<file path="src/design/bootloader_frame_sender_core_assert.svh">
`ifndef BOOTLOADER_FRAME_SENDER_CORE_ASSERT_SVH
`define BOOTLOADER_FRAME_SENDER_CORE_ASSERT_SVH
// Same-cycle implication, checked out of reset.
`define BFS_ASSERT_IMPL(lbl, ante, cons) \
  lbl: assert property (@(posedge clk) disable iff (!rst_n) (ante) |-> (cons)) \
    else $error("assertion failed");
// Next-cycle implication, checked out of reset.
`define BFS_ASSERT_NEXT(lbl, ante, cons) \
  lbl: assert property (@(posedge clk) disable iff (!rst_n) (ante) |=> (cons)) \
    else $error("assertion failed");
`endif

</file>
<file path="src/design/bfs_pkg.sv">
package bfs_pkg;

  typedef struct packed {
    logic [1:0] operation;
    logic [7:0] data_byte;
    logic       last_byte;
  } in_item_t;

  typedef struct packed {
    logic       tx_valid;
    logic [7:0] tx_byte;
    logic [3:0] status;
    logic       run_end;
  } out_item_t;

  typedef enum logic [1:0] {
    OP_START = 2'd0,
    OP_FW    = 2'd1,
    OP_RX    = 2'd2,
    OP_TICK  = 2'd3
  } op_t;

  typedef enum logic [3:0] {
    ST_NONE      = 4'd0,
    ST_READY     = 4'd1,
    ST_ACKED     = 4'd2,
    ST_RETRY     = 4'd3,
    ST_HS_FAIL   = 4'd4,
    ST_ABORTED   = 4'd5,
    ST_DONE_OK   = 4'd6,
    ST_DONE_NOCF = 4'd7,
    ST_IGNORED   = 4'd8
  } status_t;

  typedef enum logic [2:0] {
    PH_IDLE, PH_HS_WAIT, PH_GATHER, PH_ACK_WAIT, PH_GAP, PH_EOF_WAIT
  } phase_t;

  typedef enum logic [2:0] {
    SQ_IDLE, SQ_HDR, SQ_DATA, SQ_CRC_HI, SQ_CRC_LO, SQ_EOF
  } seq_t;

  localparam logic [2:0] REG_START_ADDR = 3'd0;
  localparam logic [2:0] REG_ACK_TMO    = 3'd1;
  localparam logic [2:0] REG_READY_TMO  = 3'd2;
  localparam logic [2:0] REG_HS_TRIES   = 3'd3;
  localparam logic [2:0] REG_MAX_RETRY  = 3'd4;
  localparam logic [2:0] REG_GAP        = 3'd5;
  localparam logic [2:0] REG_EOF_TMO    = 3'd6;

  localparam logic [23:0] START_ADDR_RST = 24'h008400;
  localparam logic [7:0]  BYTE_TRIGGER   = 8'h7F;
  localparam logic [7:0]  TGT_OK_BYTE    = 8'h79;
  localparam logic [7:0]  END_MARK_BYTE  = 8'hFF;
  localparam logic [15:0] CRC_INIT       = 16'hFFFF;
  localparam logic [15:0] CRC_POLY       = 16'h1021;

  function automatic logic [15:0] crc_byte(input logic [15:0] crc, input logic [7:0] b);
    logic [15:0] c;
    c = crc ^ {b, 8'h00};
    for (int i = 0; i < 8; i++) begin
      c = c[15] ? ((c << 1) ^ CRC_POLY) : (c << 1);
    end
    return c;
  endfunction

  function automatic out_item_t mk_res(input logic v, input logic [7:0] b,
                                       input status_t st, input logic e);
    out_item_t r;
    r.tx_valid = v;
    r.tx_byte  = v ? b : 8'h00;
    r.status   = st;
    r.run_end  = e;
    return r;
  endfunction

endpackage

</file>
<file path="src/design/bootloader_frame_sender_core.sv">
// Channel | Direction | Handshake          | Payload
// in_     | input     | in_valid/in_ready  | bfs_pkg::in_item_t (operation, byte, last)
// out_    | output    | out_valid/out_ready| bfs_pkg::out_item_t (tx byte, status, run end)
// cfg_    | input     | cfg_we             | cfg_index selects register, cfg_wdata 24 bit
//
// The ack of the final frame also sends the end marker. An item that sends a
// frame is accepted, then four header bytes, fill data bytes and two CRC bytes
// go out one byte per cycle while the output is not stalled, through the CRC
// unit, the data bytes from the chunk store. Output stalls hold the sequencer.
// Output stalls add cycles one for one. Reset is synchronous, active low.
module bootloader_frame_sender_core #(
  parameter int CHUNK_BYTES = 16
) (
  input  logic                clk,
  input  logic                rst_n,
  input  logic                in_valid,
  output logic                in_ready,
  input  bfs_pkg::in_item_t   in_data,
  output logic                out_valid,
  input  logic                out_ready,
  output bfs_pkg::out_item_t  out_data,
  input  logic                cfg_we,
  input  logic [2:0]          cfg_index,
  input  logic [23:0]         cfg_wdata
);
  import bfs_pkg::*;

  localparam int FILL_W = $clog2(CHUNK_BYTES + 1);
  localparam int IDX_W  = (CHUNK_BYTES > 1) ? $clog2(CHUNK_BYTES) : 1;

  // configuration
  logic [23:0] start_addr_r;
  logic [15:0] ack_tmo_r, ready_tmo_r, gap_r, eof_tmo_r;
  logic [3:0]  hs_tries_r, max_retry_r;

  // protocol state
  phase_t            phase_r, phase_nxt;
  seq_t              seq_r, seq_nxt;
  logic [FILL_W-1:0] fill_r, fill_nxt;
  logic [23:0]       ptr_r, ptr_nxt;
  logic [3:0]        att_r, att_nxt;
  logic [15:0]       timer_r, timer_nxt;
  logic              final_r, final_nxt;

  // frame sequencer datapath
  logic [15:0]       crc_r, crc_nxt;
  logic [1:0]        hdr_idx_r, hdr_idx_nxt;
  logic [FILL_W-1:0] idx_r, idx_nxt;
  logic              out_valid_r, out_valid_nxt;
  out_item_t         out_r, out_nxt;

  logic [7:0] store_r [CHUNK_BYTES];
  logic       store_we;

  logic              out_free;
  logic [15:0]       tmr_inc;
  logic [FILL_W-1:0] fill_inc, idx_inc;
  logic [7:0]        hdr_byte, data_byte_rd, emit_byte;

  assign out_free  = !out_valid_r || out_ready;
  assign in_ready  = (seq_r == SQ_IDLE) && out_free;
  assign out_valid = out_valid_r;
  assign out_data  = out_r;

  assign tmr_inc  = (timer_r == 16'hFFFF) ? timer_r : timer_r + 16'd1;
  assign fill_inc = fill_r + 1'b1;
  assign idx_inc  = idx_r + 1'b1;

  always_comb begin
    unique case (hdr_idx_r)
      2'd0:    hdr_byte = ptr_r[23:16];
      2'd1:    hdr_byte = ptr_r[15:8];
      2'd2:    hdr_byte = ptr_r[7:0];
      default: hdr_byte = 8'(fill_r);
    endcase
  end

  assign data_byte_rd = store_r[idx_r[IDX_W-1:0]];
  // the CRC unit sees whichever frame byte goes out this cycle
  assign emit_byte    = (seq_r == SQ_HDR) ? hdr_byte : data_byte_rd;

  always_comb begin
    phase_nxt     = phase_r;
    seq_nxt       = seq_r;
    fill_nxt      = fill_r;
    ptr_nxt       = ptr_r;
    att_nxt       = att_r;
    timer_nxt     = timer_r;
    final_nxt     = final_r;
    crc_nxt       = crc_r;
    hdr_idx_nxt   = hdr_idx_r;
    idx_nxt       = idx_r;
    out_nxt       = out_r;
    out_valid_nxt = out_valid_r && !out_ready;
    store_we      = 1'b0;

    unique case (seq_r)
      SQ_IDLE: begin
        if (in_valid && out_free) begin
          unique case (op_t'(in_data.operation))
            OP_START: begin
              if (phase_r == PH_IDLE) begin
                fill_nxt  = '0;
                ptr_nxt   = start_addr_r;
                final_nxt = 1'b0;
                att_nxt   = 4'd1;
                timer_nxt = '0;
                phase_nxt = PH_HS_WAIT;
                out_nxt = mk_res(1'b1, BYTE_TRIGGER, ST_NONE, 1'b1);
                out_valid_nxt = 1'b1;
              end else begin
                out_nxt = mk_res(1'b0, 8'h00, ST_IGNORED, 1'b1);
                out_valid_nxt = 1'b1;
              end
            end
            OP_FW: begin
              if (phase_r == PH_GATHER && fill_r < FILL_W'(CHUNK_BYTES)) begin
                store_we = 1'b1;
                fill_nxt = fill_inc;
                if (fill_inc >= FILL_W'(CHUNK_BYTES) || in_data.last_byte) begin
                  final_nxt   = in_data.last_byte;
                  att_nxt     = 4'd1;
                  phase_nxt   = PH_ACK_WAIT;
                  timer_nxt   = '0;
                  seq_nxt     = SQ_HDR;
                  hdr_idx_nxt = '0;
                  crc_nxt     = CRC_INIT;
                end
              end else begin
                out_nxt = mk_res(1'b0, 8'h00, ST_IGNORED, 1'b1);
                out_valid_nxt = 1'b1;
              end
            end
            OP_RX: begin
              out_valid_nxt = 1'b1;
              priority case (phase_r)
                PH_HS_WAIT: begin
                  if (in_data.data_byte == TGT_OK_BYTE) begin
                    phase_nxt = PH_GATHER;
                    fill_nxt  = '0;
                    out_nxt = mk_res(1'b0, 8'h00, ST_READY, 1'b1);
                  end else if (att_r >= hs_tries_r) begin
                    out_nxt = mk_res(1'b0, 8'h00, ST_HS_FAIL, 1'b1);
                    phase_nxt = PH_IDLE;
                  end else begin
                    att_nxt   = att_r + 4'd1;
                    timer_nxt = '0;
                    out_nxt = mk_res(1'b1, BYTE_TRIGGER, ST_NONE, 1'b1);
                  end
                end
                PH_ACK_WAIT: begin
                  if (in_data.data_byte == TGT_OK_BYTE) begin
                    ptr_nxt  = ptr_r + 24'(fill_r);
                    fill_nxt = '0;
                    out_nxt = mk_res(1'b0, 8'h00, ST_ACKED, !final_r);
                    if (final_r) begin
                      phase_nxt = PH_EOF_WAIT;
                      timer_nxt = '0;
                      seq_nxt   = SQ_EOF;
                    end else begin
                      phase_nxt = PH_GATHER;
                    end
                  end else if (att_r >= max_retry_r) begin
                    out_nxt = mk_res(1'b0, 8'h00, ST_ABORTED, 1'b1);
                    phase_nxt = PH_IDLE;
                  end else begin
                    out_nxt = mk_res(1'b0, 8'h00, ST_RETRY, 1'b1);
                    phase_nxt = PH_GAP;
                    timer_nxt = '0;
                  end
                end
                PH_EOF_WAIT: begin
                  out_nxt = mk_res(1'b0, 8'h00,
                    (in_data.data_byte == TGT_OK_BYTE) ? ST_DONE_OK : ST_DONE_NOCF, 1'b1);
                  phase_nxt = PH_IDLE;
                end
                default: begin
                  out_nxt = mk_res(1'b0, 8'h00, ST_IGNORED, 1'b1);
                end
              endcase
            end
            default: begin
              // tick: advance the wait timer of the waiting phase
              priority case (phase_r)
                PH_HS_WAIT: begin
                  timer_nxt = tmr_inc;
                  if (tmr_inc >= ready_tmo_r) begin
                    out_valid_nxt = 1'b1;
                    if (att_r >= hs_tries_r) begin
                      out_nxt = mk_res(1'b0, 8'h00, ST_HS_FAIL, 1'b1);
                      phase_nxt = PH_IDLE;
                    end else begin
                      att_nxt   = att_r + 4'd1;
                      timer_nxt = '0;
                      out_nxt = mk_res(1'b1, BYTE_TRIGGER, ST_NONE, 1'b1);
                    end
                  end
                end
                PH_ACK_WAIT: begin
                  timer_nxt = tmr_inc;
                  if (tmr_inc >= ack_tmo_r) begin
                    out_valid_nxt = 1'b1;
                    if (att_r >= max_retry_r) begin
                      out_nxt = mk_res(1'b0, 8'h00, ST_ABORTED, 1'b1);
                      phase_nxt = PH_IDLE;
                    end else begin
                      out_nxt = mk_res(1'b0, 8'h00, ST_RETRY, 1'b1);
                      phase_nxt = PH_GAP;
                      timer_nxt = '0;
                    end
                  end
                end
                PH_GAP: begin
                  timer_nxt = tmr_inc;
                  if (tmr_inc >= gap_r) begin
                    att_nxt     = att_r + 4'd1;
                    phase_nxt   = PH_ACK_WAIT;
                    timer_nxt   = '0;
                    seq_nxt     = SQ_HDR;
                    hdr_idx_nxt = '0;
                    crc_nxt     = CRC_INIT;
                  end
                end
                PH_EOF_WAIT: begin
                  timer_nxt = tmr_inc;
                  if (tmr_inc >= eof_tmo_r) begin
                    out_valid_nxt = 1'b1;
                    out_nxt = mk_res(1'b0, 8'h00, ST_DONE_NOCF, 1'b1);
                    phase_nxt = PH_IDLE;
                  end
                end
                default: ;
              endcase
            end
          endcase
        end
      end
      SQ_HDR, SQ_DATA: begin
        if (out_free) begin
          out_nxt = mk_res(1'b1, emit_byte, ST_NONE, 1'b0);
          out_valid_nxt = 1'b1;
          crc_nxt = crc_byte(crc_r, emit_byte);
          if (seq_r == SQ_HDR) begin
            hdr_idx_nxt = hdr_idx_r + 2'd1;
            if (hdr_idx_r == 2'd3) begin
              seq_nxt = SQ_DATA;
              idx_nxt = '0;
            end
          end else begin
            idx_nxt = idx_inc;
            if (idx_inc == fill_r) seq_nxt = SQ_CRC_HI;
          end
        end
      end
      SQ_CRC_HI: begin
        if (out_free) begin
          out_nxt = mk_res(1'b1, crc_r[15:8], ST_NONE, 1'b0);
          out_valid_nxt = 1'b1;
          seq_nxt = SQ_CRC_LO;
        end
      end
      SQ_CRC_LO: begin
        if (out_free) begin
          out_nxt = mk_res(1'b1, crc_r[7:0], ST_NONE, 1'b1);
          out_valid_nxt = 1'b1;
          seq_nxt = SQ_IDLE;
        end
      end
      default: begin
        // end marker after the final frame ack
        if (out_free) begin
          out_nxt = mk_res(1'b1, END_MARK_BYTE, ST_NONE, 1'b1);
          out_valid_nxt = 1'b1;
          seq_nxt = SQ_IDLE;
        end
      end
    endcase
  end

  always_ff @(posedge clk) begin
    if (!rst_n) begin
      start_addr_r <= START_ADDR_RST;
      ack_tmo_r    <= 16'd1500;
      ready_tmo_r  <= 16'd400;
      hs_tries_r   <= 4'd8;
      max_retry_r  <= 4'd3;
      gap_r        <= 16'd80;
      eof_tmo_r    <= 16'd2000;
    end else if (cfg_we) begin
      unique case (cfg_index)
        REG_START_ADDR: start_addr_r <= cfg_wdata;
        REG_ACK_TMO:    ack_tmo_r    <= cfg_wdata[15:0];
        REG_READY_TMO:  ready_tmo_r  <= cfg_wdata[15:0];
        REG_HS_TRIES:   hs_tries_r   <= cfg_wdata[3:0];
        REG_MAX_RETRY:  max_retry_r  <= cfg_wdata[3:0];
        REG_GAP:        gap_r        <= cfg_wdata[15:0];
        REG_EOF_TMO:    eof_tmo_r    <= cfg_wdata[15:0];
        default: ;
      endcase
    end
  end

  always_ff @(posedge clk) begin
    if (!rst_n) begin
      phase_r     <= PH_IDLE;
      seq_r       <= SQ_IDLE;
      fill_r      <= '0;
      ptr_r       <= START_ADDR_RST;
      att_r       <= '0;
      timer_r     <= '0;
      final_r     <= 1'b0;
      out_valid_r <= 1'b0;
    end else begin
      phase_r     <= phase_nxt;
      seq_r       <= seq_nxt;
      fill_r      <= fill_nxt;
      ptr_r       <= ptr_nxt;
      att_r       <= att_nxt;
      timer_r     <= timer_nxt;
      final_r     <= final_nxt;
      out_valid_r <= out_valid_nxt;
    end
  end

  // payload registers, no reset
  always_ff @(posedge clk) begin
    crc_r     <= crc_nxt;
    hdr_idx_r <= hdr_idx_nxt;
    idx_r     <= idx_nxt;
    out_r     <= out_nxt;
    if (store_we) store_r[fill_r[IDX_W-1:0]] <= in_data.data_byte;
  end

`include "bootloader_frame_sender_core_assert.svh"
  `BFS_ASSERT_IMPL(a_ready_only_idle, in_ready, seq_r == SQ_IDLE)
  `BFS_ASSERT_IMPL(a_data_nonempty, seq_r == SQ_DATA, fill_r != '0)
  `BFS_ASSERT_IMPL(a_frame_in_ack, seq_r == SQ_CRC_LO, phase_r == PH_ACK_WAIT)
  `BFS_ASSERT_IMPL(a_eof_phase, seq_r == SQ_EOF, phase_r == PH_EOF_WAIT)
  `BFS_ASSERT_IMPL(a_fill_bound, 1'b1, fill_r <= FILL_W'(CHUNK_BYTES))
  `BFS_ASSERT_NEXT(a_crc_follows, seq_r == SQ_CRC_HI && out_free, seq_r == SQ_CRC_LO)

endmodule
</file>
<file path="config.mk">
export PLATFORM = sky130hd
export DESIGN_NAME = bootloader_frame_sender_core
export DESIGN_NICKNAME = d
export VERILOG_FILES = /design/src/design/bfs_pkg.sv /design/src/design/bootloader_frame_sender_core.sv
export VERILOG_INCLUDE_DIRS = /design/src /design/src/design
export SDC_FILE = /design/constraint.sdc
export NUM_CORES = 1
export LEC_CHECK = 0
export BUFFER_PORTS_ARGS = -buffer_cell sky130_fd_sc_hd__buf_2
export CELL_PAD_IN_SITES_DETAIL_PLACEMENT = 1
export CELL_PAD_IN_SITES_GLOBAL_PLACEMENT = 1
export CORE_MARGIN = 4
export CORE_UTILIZATION = 35
export CTS_CLUSTER_DIAMETER = 120
export DETAILED_ROUTE_END_ITERATION = 6
export GPL_TIMING_DRIVEN = 1
export PLACE_DENSITY = 0.66
export SLEW_MARGIN = 0
export SYNTH_ARGS = -nofsm -noshare
export SYNTH_HDL_FRONTEND = slang
export SYNTH_SLANG_ARGS = --single-unit
export TNS_END_PERCENT = 30
</file>
<file path="constraint.sdc">
create_clock -name clk -period 4.25 [get_ports clk]
set_clock_uncertainty 0.1 [all_clocks]
set_input_delay 1.0625 -clock clk [delete_from_list [all_inputs] [get_ports clk]]
set_output_delay 1.0625 -clock clk [all_outputs]
set_load 0.03 [all_outputs]
</file>
==> out/metrics.cfg <==
[timing]
max_freq_mhz = 247
rsz0062_at_grt = true
layout_setup_ws_ns = 0.201
drv_slew = 0
hold_slack_ns = 0.353
slew_headroom_pct = 19.3
finalCriticalPeriod_ns = 4.05
hold_viol = 0
setup_viol = 0
tightest_slew_ns = 1.20
fin_crit_sh_pct = 95.3

[synth]
synth_edf_count = 165
ys_seq_area_share_pct = 48.9
synth_top_cell_by_area = edfxtp_1
synth_top_area_share_pct = 30.0
synthCells = 1652
synth-seq-cells = 322
avgSynthCellArea_um2 = 10.0
async_reset_ff_share_pct = 0
ys_warn_count = 0
synthFlopType = edfxtp_1
netlist_area_um2 = 16500
yosysUniqueCellTypes = 88
syn_nets = 1788
synth_area_leaders = edfxtp_1, dfxtp_1, ha_1, nand2_1, a21oi_1

[clock_tree]
h-tree-depth = 2
clk_pin_slew_ns = 0.06
clkSinkCount = 322
cts_buffers = 39
clkLatencyLatePin_ns = 0.59
clock_path_buffers = 3
root_buffer = clkbuf_16
tritoncts = yes

[detailed_routing]
post-route-drc-count = 0
dr_wl_met2_um = 23100
drt-total-wl_um = 50500
ant_nets = 0
drt-initial-drc-count = 918
wl_met1_um = 23900
first_pass_iters = 5
wl_met3_um = 2280
viasPerCell = 5.47
num_vias = 13100
wl_per_cell_um = 21.1
top_layer_used = met4

[critical_path]
worstSetupPathType = flop to flop
start_kind = flop
critical_path_arrival_ns = 4.44
critPathRequiredTime_ns = 4.64
worst_setup_path_end_kind = flop
path_max_fanout = 8

[floorplan]
num_rows = 79
core_um2 = 46700
dieWidth_um = 225
initial_utilization_pct = 35.5
die_y_um = 225
dieArea_um2 = 50800
ioPinCount = 59

[job]
max-cap-violations = 0

[pwr]
pwr_density_cell_nw_per_um2 = 526
power_w = 0.0102
leakage_nw = 7.36
ir_worst_vdd_mv = 0.278

[layout]
syn_to_final_growth_pct = 17.6
nets = 1890
n_antenna_cell = 0
drive_gt1_share_pct = 16.8
fin_util_pct = 41.7
fin_cells = 2389

[global_routing]
grt_pass1_wl_um = 78400
grt_max_degree = 91
grt_pass1_vias = 13300
track_usage_pct = 19.6
grt_antenna_before_repair = 0
grt_overflow_total = 0

[placement]
gp_congestion = 0.858
hpwl_um = 36000
port_buffers = 58
dp_slack_ns = -0.289
placed_cells = 2317

[worst_hold_path]
hp-class = flop to flop

[outcome]
status = complete, no violations

synth_stat cells (14+ instances only):
cell and n:
nand2_1 276, nor3_1 26, a21oi_1 132, nand4_1 19, inv_1 101, nand2b_1 22
ha_1 92, o21a_1 14, nor2_1 93, o211ai_1 33, a211oi_1 18, o21ai_0 48
mux2i_1 26, clkbuf_1 67, mux4_2 15, dfxtp_1 157, a21o_1 15, o22ai_1 22
nand3_1 41, xnor2_1 21, edfxtp_1 165
cell usage in the layout (no fill, tap or decap), drive strengths merged, types with 6 or more instances in the layout:
cell	netlist	routed
dfxtp	157	157
inv	101	105
or2	14	14
a211oi	20	20
o21ai	50	50
clkinv	0	9
o211ai	33	33
and2	10	10
xor2	13	13
nand3	41	41
a211o	6	6
a21o	15	15
o21a	14	14
xnor2	23	23
nand2	276	276
nor2b	13	13
bufinv	0	6
a22oi	6	6
and3	9	9
a222oi	8	8
clkbuf	67	46
nor4	10	10
o22ai	22	22
or3	6	6
edfxtp	165	165
buf	22	150
nand2b	22	22
a21oi	133	133
mux4	27	27
a22o	11	11
o31ai	8	8
ha	92	92
nor3	27	27
mux2	13	13
a2111oi	8	8
nor2	94	94
a31oi	11	11
nand4	19	19
mux2i	26	26
sequential cells by signal, indices dropped and copies added (netlist names), 5 cells and up, named ones only:
register and flops:
ack_tmo_r 16, crc_r 16, idx_r 5, ready_tmo_r 16, gap_r 16, ptr_r 24
timer_r 16, fill_r 5, out_data 14, start_addr_r 24, store_r 128, eof_tmo_r 16
path summary, 6_finish.rpt:
| path | from | end | slack, ns | cells after the start |
|---|---|---|---|---|
| min | start_addr_r[21] | start_addr_r[21] | 0.35 | 2 |
| max reg2reg | timer_r[2] | att_r[0] | 0.20 | 17 |
| min reg2reg | start_addr_r[21] | start_addr_r[21] | 0.35 | 2 |
| max | timer_r[2] | att_r[0] | 0.20 | 17 |
final cells by class:
class,instances,area (µm²)
Multi-Input combinational cell,1140,7790
Clock buffer,46,1020
Inverter,101,380
Clock inverter,23,358
Timing Repair Buffer,150,1030
Sequential cell,322,8100
Tap cell,607,759
Fill cell,5247,27200
kinds of logic after synthesis:
logic type | share of synthesized area [%]
simple gates | 15.3
compound gates | 15.4
flops | 48.9
buf+inv | 4.70
fa+ha+maj | 7.08
mux | 6.41
xor+xnor | 2.18
through the flow:
stage	area [µm²]	setup TNS, ns
6_report	19400	0
5_1_grt	19400	-0.502
4_1_cts	19300	0
3_5_place_dp	17900	-4.09
3_3_place_gp	17900	-3.41
2_1_floorplan	16600	0
metal layers:
metal  vias to the layer above  global-route usage (%)
met4                         0                    5.75
met1                      6536                    28.1
met5                         -                       0
met2                       270                    31.0
li1                       6203                       -
met3                        61                    2.97
where the power goes:
part	internal, W	leakage, nW	switching [W]
registers	0.00355	2.76	0.000197
clock network	0.00213	0.658	0.00144
logic	0.00117	3.94	0.00173
total	0.00685	7.36	0.00337
worst max-delay path: stages (launching register included):
cell and delay, ns:
dfxtp_2 0.34, nand4_1 0.15, nor4_4 0.29, nand4_1 0.16, nand2b_1 0.23, nor3_2 0.07
or2_2 0.29, buf_4 0.16, ha_1 0.29, and3_1 0.18, a221o_1 0.36, o2bb2ai_1 0.14
a211oi_2 0.15, buf_4 0.16, a221oi_2 0.07, o31a_2 0.42, and4b_1 0.20, a211oi_1 0.20
timing repair:
action                                  in CTS  in global routing
hold endpoints to repair                     0                  0
endpoints found under the setup margin      17                 57
hold buffers                                 0                  0
buffers inserted                             1                  2
gates resized for setup                      3                 22
pin swaps                                    1                  8
Power figures use the tool's default switching activity.
